### src/sv/hilp_pkg.sv
// Shared constants, types and state codes for the linear-probing hash insert block.
package hilp_pkg;

    // Field widths fixed by the interface.
    localparam int NAME_W  = 64;
    localparam int SLOT_W  = 4;
    localparam int MOD_W   = 4;
    localparam int BYTE_W  = 8;
    localparam int MAX_CHARS = NAME_W / BYTE_W;

    // Byte sum of up to eight unsigned bytes fits in eleven bits.
    localparam int SUM_W   = 11;

    // Probe lanes and the width of the probe position counter.
    localparam int LANES   = 4;
    localparam int POS_W   = SLOT_W + 1;

    // Defaults for the top-level parameters.
    localparam int SLOTS_DEF      = 16;
    localparam int NAME_CHARS_DEF = 8;

    // Reset value of the modulus register.
    localparam logic [MOD_W-1:0] MOD_RESET = 4'd15;

    // Controller states.
    typedef enum logic [1:0] {
        ST_IDLE,
        ST_SUM,
        ST_MOD,
        ST_PROBE
    } t_state;

    // Status returned by the modulo unit.
    typedef struct packed {
        logic             done;
        logic [MOD_W-1:0] rem;
    } t_mod_res;

    // What one probe lane found.
    typedef struct packed {
        logic              hit;
        logic [SLOT_W-1:0] slot;
    } t_lane_res;

endpackage

### src/sv/hash_insert_linear_probe.sv
// Top level of the linear-probing hash insert block with parallel probe lanes.
// A request is taken in the idle state, its byte sum is formed, the bit-serial modulo
// unit gives the home slot, and then probe steps of four lanes search for a free slot.
// One request at a time: the next is taken only after the result is stored in the
// output register, where a finished result waits until it is taken.
// Reset clears the occupancy bits and sets the modulus to 15; stored names stay undefined.
module hash_insert_linear_probe #(
    parameter int SLOTS      = hilp_pkg::SLOTS_DEF,
    parameter int NAME_CHARS = hilp_pkg::NAME_CHARS_DEF
) (
    input  logic                        i_clk,
    input  logic                        i_rst_n,
    input  logic                        i_in_valid,
    output logic                        o_in_ready,
    input  logic [hilp_pkg::NAME_W-1:0] i_name_bytes,
    output logic                        o_out_valid,
    input  logic                        i_out_ready,
    output logic [hilp_pkg::SLOT_W-1:0] o_slot_index,
    output logic                        o_table_full,
    input  logic                        i_cfg_we,
    input  logic [hilp_pkg::MOD_W-1:0]  i_cfg_data
);
    import hilp_pkg::*;

    // Only slots that a 4-bit modulus can reach are ever occupied.
    localparam int USE   = (SLOTS < (1 << SLOT_W)) ? SLOTS : (1 << SLOT_W);
    localparam int AW    = (SLOTS > 1) ? $clog2(SLOTS) : 1;
    localparam logic [SLOT_W-1:0] LAST_USE = SLOT_W'(USE - 1);

    t_state            r_state;
    t_state            n_state;
    logic [MOD_W-1:0]  r_modulus;
    logic [NAME_W-1:0] r_name;
    logic [SLOT_W-1:0] r_start;
    logic [POS_W-1:0]  r_pos;
    logic [USE-1:0]    r_used;
    logic              r_out_valid;
    logic [SLOT_W-1:0] r_out_slot;
    logic              r_out_full;
    logic [NAME_W-1:0] r_names [SLOTS];

    logic [NAME_W-1:0] w_masked;
    logic [SUM_W-1:0]  w_sum;
    logic [SLOT_W-1:0] w_limit;
    logic [POS_W-1:0]  w_span;
    logic [SLOT_W-1:0] w_home;
    logic [(1 << SLOT_W)-1:0] w_used;
    t_mod_res          w_mod;
    t_lane_res         w_lane [LANES];
    logic              w_hit;
    logic [SLOT_W-1:0] w_slot;
    logic              w_last;
    logic              w_finish;
    logic              w_out_free;
    logic              w_accept;
    logic              w_mod_start;
    logic              w_store;
    logic              w_step;

    // Configuration register.
    always_ff @(posedge i_clk) begin
        if (!i_rst_n) begin
            r_modulus <= MOD_RESET;
        end else if (i_cfg_we) begin
            r_modulus <= i_cfg_data;
        end
    end

    // Keep only the configured number of name bytes.
    always_comb begin
        for (int i = 0; i < MAX_CHARS; i++) begin
            w_masked[i*BYTE_W +: BYTE_W] = (i < NAME_CHARS) ? i_name_bytes[i*BYTE_W +: BYTE_W]
                                                            : '0;
        end
    end

    // Unsigned byte sum of the captured name.
    always_comb begin
        w_sum = '0;
        for (int i = 0; i < NAME_CHARS; i++) begin
            w_sum = w_sum + SUM_W'(r_name[i*BYTE_W +: BYTE_W]);
        end
    end

    hilp_mod u_mod (
        .i_clk      (i_clk),
        .i_rst_n    (i_rst_n),
        .i_start    (w_mod_start),
        .i_dividend (w_sum),
        .i_divisor  (r_modulus),
        .o_res      (w_mod)
    );

    // Last usable slot, probe span and home slot.
    always_comb begin
        w_limit = (r_modulus > LAST_USE) ? LAST_USE : r_modulus;
        w_span  = {1'b0, w_limit} + 1'b1;
        w_home  = (r_modulus == '0) ? '0 : w_mod.rem;
        w_used  = (1 << SLOT_W)'(r_used);
    end

    // Probe lanes, each one position further along the probe order.
    for (genvar g = 0; g < LANES; g++) begin : g_lane
        hilp_lane u_lane (
            .i_pos   (r_pos + POS_W'(g)),
            .i_start (r_start),
            .i_span  (w_span),
            .i_used  (w_used),
            .o_res   (w_lane[g])
        );
    end

    // Merge: the lowest lane with a free slot wins.
    always_comb begin
        w_hit  = 1'b0;
        w_slot = '0;
        for (int i = LANES - 1; i >= 0; i--) begin
            if (w_lane[i].hit) begin
                w_hit  = 1'b1;
                w_slot = w_lane[i].slot;
            end
        end
        w_last   = ({1'b0, r_pos} + (POS_W + 1)'(LANES)) >= {1'b0, w_span};
        w_finish = w_hit || w_last;
    end

    assign w_out_free = !r_out_valid || i_out_ready;

    // Next-state logic.
    always_comb begin
        n_state = r_state;
        case (r_state)
            ST_IDLE: begin
                if (i_in_valid) n_state = ST_SUM;
            end
            ST_SUM: begin
                n_state = ST_MOD;
            end
            ST_MOD: begin
                if (w_mod.done) n_state = ST_PROBE;
            end
            ST_PROBE: begin
                if (w_finish && w_out_free) n_state = ST_IDLE;
            end
            default: begin
                n_state = ST_IDLE;
            end
        endcase
    end

    // Control outputs of the state machine.
    always_comb begin
        o_in_ready  = 1'b0;
        w_mod_start = 1'b0;
        w_store     = 1'b0;
        w_step      = 1'b0;
        case (r_state)
            ST_IDLE: begin
                o_in_ready = 1'b1;
            end
            ST_SUM: begin
                w_mod_start = 1'b1;
            end
            ST_MOD: begin
            end
            ST_PROBE: begin
                w_store = w_finish && w_out_free;
                w_step  = !w_finish;
            end
            default: begin
            end
        endcase
    end

    assign w_accept = i_in_valid && o_in_ready;

    // State register and occupancy bits.
    always_ff @(posedge i_clk) begin
        if (!i_rst_n) begin
            r_state <= ST_IDLE;
            r_used  <= '0;
        end else begin
            r_state <= n_state;
            if (w_store && w_hit) begin
                for (int j = 0; j < USE; j++) begin
                    if (w_slot == SLOT_W'(j)) r_used[j] <= (r_name != '0);
                end
            end
        end
    end

    // Request capture and probe bookkeeping.
    always_ff @(posedge i_clk) begin
        if (w_accept) r_name <= w_masked;
        if (r_state == ST_MOD && w_mod.done) begin
            r_start <= (w_home <= w_limit) ? w_home : '0;
            r_pos   <= '0;
        end else if (w_step) begin
            r_pos <= r_pos + POS_W'(LANES);
        end
    end

    // Stored names.
    always_ff @(posedge i_clk) begin
        if (w_store && w_hit) r_names[AW'(w_slot)] <= r_name;
    end

    // Output register.
    always_ff @(posedge i_clk) begin
        if (!i_rst_n) begin
            r_out_valid <= 1'b0;
        end else if (w_store) begin
            r_out_valid <= 1'b1;
        end else if (i_out_ready) begin
            r_out_valid <= 1'b0;
        end
    end

    always_ff @(posedge i_clk) begin
        if (w_store) begin
            r_out_slot <= w_hit ? w_slot : '0;
            r_out_full <= !w_hit;
        end
    end

    assign o_out_valid  = r_out_valid;
    assign o_slot_index = r_out_slot;
    assign o_table_full = r_out_full;

endmodule

### src/sv/hilp_mod.sv
// Iterative modulo unit: restoring division, one dividend bit per cycle.
module hilp_mod (
    input  logic                       i_clk,
    input  logic                       i_rst_n,
    input  logic                       i_start,
    input  logic [hilp_pkg::SUM_W-1:0] i_dividend,
    input  logic [hilp_pkg::MOD_W-1:0] i_divisor,
    output hilp_pkg::t_mod_res         o_res
);
    import hilp_pkg::*;

    localparam int CNT_W = $clog2(SUM_W);
    localparam logic [CNT_W-1:0] CNT_LAST = CNT_W'(SUM_W - 1);

    logic             r_busy;
    logic             r_done;
    logic [CNT_W-1:0] r_cnt;
    logic [SUM_W-1:0] r_div;
    logic [MOD_W-1:0] r_rem;

    logic [MOD_W:0]   w_trial;
    logic [MOD_W-1:0] w_rem_next;

    // One restoring step: shift in the next bit and subtract when it fits.
    always_comb begin
        w_trial = {r_rem, r_div[SUM_W-1]};
        if (w_trial >= {1'b0, i_divisor}) begin
            w_rem_next = MOD_W'(w_trial - {1'b0, i_divisor});
        end else begin
            w_rem_next = w_trial[MOD_W-1:0];
        end
    end

    // Control: count the steps and flag the last one.
    always_ff @(posedge i_clk) begin
        if (!i_rst_n) begin
            r_busy <= 1'b0;
            r_done <= 1'b0;
            r_cnt  <= '0;
        end else begin
            r_done <= 1'b0;
            if (i_start) begin
                r_busy <= 1'b1;
                r_cnt  <= '0;
            end else if (r_busy) begin
                r_cnt <= r_cnt + 1'b1;
                if (r_cnt == CNT_LAST) begin
                    r_busy <= 1'b0;
                    r_done <= 1'b1;
                end
            end
        end
    end

    // Datapath: dividend shift register and partial remainder.
    always_ff @(posedge i_clk) begin
        if (i_start) begin
            r_div <= i_dividend;
            r_rem <= '0;
        end else if (r_busy) begin
            r_div <= {r_div[SUM_W-2:0], 1'b0};
            r_rem <= w_rem_next;
        end
    end

    assign o_res.done = r_done;
    assign o_res.rem  = r_rem;

endmodule

### src/sv/hilp_lane.sv
// One probe lane: maps a probe position to a slot and checks whether it is free.
module hilp_lane (
    input  logic [hilp_pkg::POS_W-1:0]    i_pos,
    input  logic [hilp_pkg::SLOT_W-1:0]   i_start,
    input  logic [hilp_pkg::POS_W-1:0]    i_span,
    input  logic [(1 << hilp_pkg::SLOT_W)-1:0] i_used,
    output hilp_pkg::t_lane_res           o_res
);
    import hilp_pkg::*;

    logic [POS_W:0] w_raw;
    logic [POS_W:0] w_wrap;
    logic           w_active;

    // Wrap the start-relative position once around the usable span.
    always_comb begin
        w_active = (i_pos < i_span);
        w_raw    = {1'b0, {1'b0, i_start} + i_pos};
        if (w_raw >= {1'b0, i_span}) begin
            w_wrap = w_raw - {1'b0, i_span};
        end else begin
            w_wrap = w_raw;
        end
        o_res.slot = w_wrap[SLOT_W-1:0];
        o_res.hit  = w_active && !i_used[w_wrap[SLOT_W-1:0]];
    end

endmodule

### config.mk
export PLATFORM = sky130hd
export DESIGN_NAME = hash_insert_linear_probe
export DESIGN_NICKNAME = d
export VERILOG_FILES = /design/src/sv/hilp_pkg.sv /design/src/sv/hash_insert_linear_probe.sv /design/src/sv/hilp_mod.sv /design/src/sv/hilp_lane.sv
export SDC_FILE = /design/constraint.sdc
export NUM_CORES = 1
export LEC_CHECK = 0
export ABC_AREA = 0
export BUFFER_PORTS_ARGS = -buffer_cell sky130_fd_sc_hd__buf_4
export CAP_MARGIN = 0
export CORE_UTILIZATION = 60
export DETAILED_ROUTE_END_ITERATION = 8
export PLACE_DENSITY = 0.89
export SYNTH_ARGS = -nofsm -noshare
export SYNTH_HDL_FRONTEND = slang
export SYNTH_SLANG_ARGS = --single-unit
### constraint.sdc
create_clock -name i_clk -period 7.2 [get_ports i_clk]
set_clock_uncertainty 0.15 [all_clocks]
set_input_delay 1.08 -clock i_clk [delete_from_list [all_inputs] [get_ports i_clk]]
set_output_delay 1.08 -clock i_clk [all_outputs]
set_load 0.03 [all_outputs]
==> results.py <==
metrics = {
    "placed_design": {
        "place.detailed.hpwl_mm": 17.1,
        "place_area_sq_um": 9650,
        "portBuffers": 79,
        "placed_cells": 1078,
        "pre_cts_slack_ps": 1390,
        "gp_congestion": 1.06,
    },
    "route": {
        "vias": 7026,
        "drtPass1Iterations": 5,
        "drc": 0,
        "drt_first_iter_violations": 774,
        "post_drt_via_cell_ratio": 6.33,
        "finalWirelength_mm": 23.0,
        "post_drt_wl_per_cell_microns": 20.7,
        "ant_nets": 0,
    },
    "worst_setup_path": {
        "crit_required_ps": 7410,
        "path_delay_family": "compound AO/OA/AOI/OAI gates",
        "critPathMostFrequentCell": "ha_1",
        "cp_num_buf_inv": 1,
        "crit_chain": "clkinv_1 -> ha_1 -> ha_1 -> a21oi_1 -> o21a_1 -> o21ai_1 -> a221oi_1 -> mux4_2 -> or2_2 -> a211oi_4 -> nand2b_4 -> a211oi_2 -> a311oi_2 -> nor4b_4 -> a32o_1",
        "end_kind": "flip-flop",
        "arrival_ps": 6170,
        "crit_type": "flip-flop to flip-flop",
        "cp_slowest_cell": "edfxtp_1",
        "worst_path_largest_cell_delay_ps": 720,
        "crit_path_start_kind": "flip-flop",
        "critPathMaxFanout": 14,
    },
    "sta": {
        "hold_viol_final": 0,
        "worstMarginPinSlew_ps": 932,
        "slew_headroom_pct": 37.4,
        "max_freq_mhz": 168,
        "setup_viol": 0,
        "min_period_ps": 5960,
        "fin_setup_tns_ps": 0,
        "min_period_over_period_pct": 82.8,
        "rsz0062_at_grt": "no",
        "slew_violations": 0,
        "hold_slack_ps": 353,
        "setup_ws_ps": 1240,
    },
    "clock_tree": {
        "cts_resized": 0,
        "cts.clk_slew.worst_paths_ps": 60,
        "cts_hold_buffers": 0,
        "htreeDepth": 4,
        "root_buffer": "clkbuf_16",
        "clock_latency_ps": 420,
        "cts_tree": "yes",
        "clock_sinks": 120,
        "clock_tree.buffer_depth": 2,
        "cts-buffers-inserted": 17,
        "cts_setup_buffers": 0,
    },
    "final_layout": {
        "fin_cells": 1110,
        "finalInstanceArea_sq_um": 10200,
        "drive_gt1_share_pct": 17.0,
        "fill_cells": 960,
        "fin_nets": 1100,
        "final_util_pct": 70.5,
        "diodes": 0,
        "syn_to_final_growth_pct": 15.0,
    },
    "run": {
        "max_cap_viol_count": 0,
    },
    "floorplan": {
        "die-area_sq_um": 15300,
        "die_h_microns": 124,
        "chipWidth_microns": 124,
        "core_area_sq_um": 14500,
        "num_io_pins": 80,
        "num_rows": 44,
        "start_util_pct": 61.3,
    },
    "synth": {
        "yosysUniqueCellTypes": 94,
        "syn_area_per_cell_sq_um": 10.7,
        "synthCells": 831,
        "synth_area_leader_cell": "edfxtp_1",
        "syn_area_sq_um": 8910,
        "synth-seq-cells": 120,
        "synth-edff-count": 84,
        "yosys_most_used_dff": "edfxtp_1",
        "synthTopCellsByArea": "edfxtp_1 28%, fa_1 12%, ha_1 8.3%",
        "yosys-top-cells-count": "84 x edfxtp_1, 79 x inv_1, 71 x nand2_1",
        "ys_seq_area_share_pct": 36.4,
        "async_flop_share_pct": 0,
        "ys_warn_count": 0,
        "syn-num-nets": 1018,
        "synth_most_common_cell": "edfxtp_1",
        "synth_top_area_share_pct": 28.3,
    },
    "power": {
        "p_total_mw": 5.41,
        "seq_power_share_pct": 20.5,
        "intPower_mw": 3.04,
        "p_sw_share_pct": 43.8,
        "irDropWorstVdd_v": 0.000635,
        "p_comb_share_pct": 63.8,
        "clkPwrFrac_pct": 15.6,
        "p_sw_mw": 2.37,
        "leakage_nw": 4.22,
        "powerDensity_nw_per_um2": 528,
    },
    "global_route": {
        "antenna_found_initial": 0,
        "grtUsageTotal_pct": 31.7,
        "grt_start_max_net_pins": 65,
        "grt_pass1_vias": 7026,
        "grt_pass1_wl_mm": 35.8,
        "overflow": 0,
    },
    "run_status": {
        "status": "finished clean",
    },
    "worst_hold_path": {
        "hp-class": "flip-flop to flip-flop",
    },
}
## cells in the final DEF (no fill, tap or decap), drive strengths merged, types with 11 or more instances in the layout
| cell | n |
|---|---|
| nor2b | 11 |
| edfxtp | 84 |
| mux2 | 16 |
| dfxtp | 36 |
| xor2 | 15 |
| fa | 55 |
| ha | 59 |
| nor4 | 16 |
| a21oi | 38 |
| buf | 80 |
| nor2 | 34 |
| inv | 87 |
| and2 | 12 |
| a211oi | 21 |
| nand2 | 72 |
| xnor2 | 14 |
| nand3 | 19 |
| nand2b | 13 |
| o21ai | 35 |
| nand4 | 12 |
| clkbuf | 18 |
| mux2i | 26 |
## cells by family (layout without fill, tap and decap cells)
group / after synthesis / count (layout) / synth area share, %
buffers and inverters: 99 / 194 / 4.48
AND/OR/NAND/NOR: 231 / 231 / 14.0
multiplexers: 43 / 43 / 5.20
AO/OA/AOI/OAI: 193 / 193 / 16.0
flip-flops: 120 / 120 / 36.4
adder cells (fa/ha/maj): 115 / 115 / 20.8
XOR/XNOR: 30 / 30 / 3.19
## path summary, 6_finish.rpt
path / cells after the start / end / start / slack, ps
setup / recovery: 15 / r_used[14]$_SDFFE_PN0P_ / r_start[0]$_SDFFCE_PN0P_ / 1240
hold / removal: 2 / u_mod.r_rem[3]$_SDFFE_PP0P_ / u_mod.r_rem[3]$_SDFFE_PP0P_ / 350
setup reg to reg: 15 / r_used[14]$_SDFFE_PN0P_ / r_start[0]$_SDFFCE_PN0P_ / 1240
hold reg to reg: 2 / u_mod.r_rem[3]$_SDFFE_PP0P_ / u_mod.r_rem[3]$_SDFFE_PP0P_ / 350
## layer usage
metal  share of wire [%]  up-vias  routed length (microns)  GRT usage, %
met1                  37     3356                     8600          34.9
li1                    -     3204                        -             -
met5                   0        -                        0             0
met4                 6.4        0                     1470          21.1
met3                 6.2      128                     1420          7.51
met2                  50      338                    11500          54.5
## flip-flops by register name (all words and copies together) (netlist names)
signal        count
o_out_valid       1
o_slot_index      4
o_table_full      1
r_modulus         4
r_name           64
r_pos             3
r_start           4
r_state           2
r_used           16
u_mod.r_busy      1
u_mod.r_cnt       4
u_mod.r_div      11
u_mod.r_done      1
u_mod.r_rem       4
## power by group through the flow
stage	sequential, mW	clock [mW]	combinational [mW]
final	1.11	0.846	3.45
after global routing	1.12	0.881	3.80
after CTS	1.11	0.852	3.41
after detailed placement	1.12	0	3.36
after global placement	1.11	0	3.13
after floorplan	1.08	0	2.52
## worst reg2reg max path, cell delays in order, from the launching register on
cell	delay [ps]
edfxtp_1	720
clkinv_1	440
ha_1	490
ha_1	240
a21oi_1	220
o21a_1	220
o21ai_1	150
a221oi_1	690
mux4_2	580
or2_2	310
a211oi_4	340
nand2b_4	210
a211oi_2	50
a311oi_2	480
nor4b_4	390
a32o_1	240
## area by class of cell
type	count	area (sq um)	area share [%]
timing repair buffer	80	601	5.86
clock inverter	14	163	1.59
tap	184	230	2.25
sequential	120	3240	31.7
clock buffer	18	429	4.19
multi-input combinational	612	5270	51.4
inverter	82	308	3.01
Note: power is estimated with default switching activity, not from simulation.
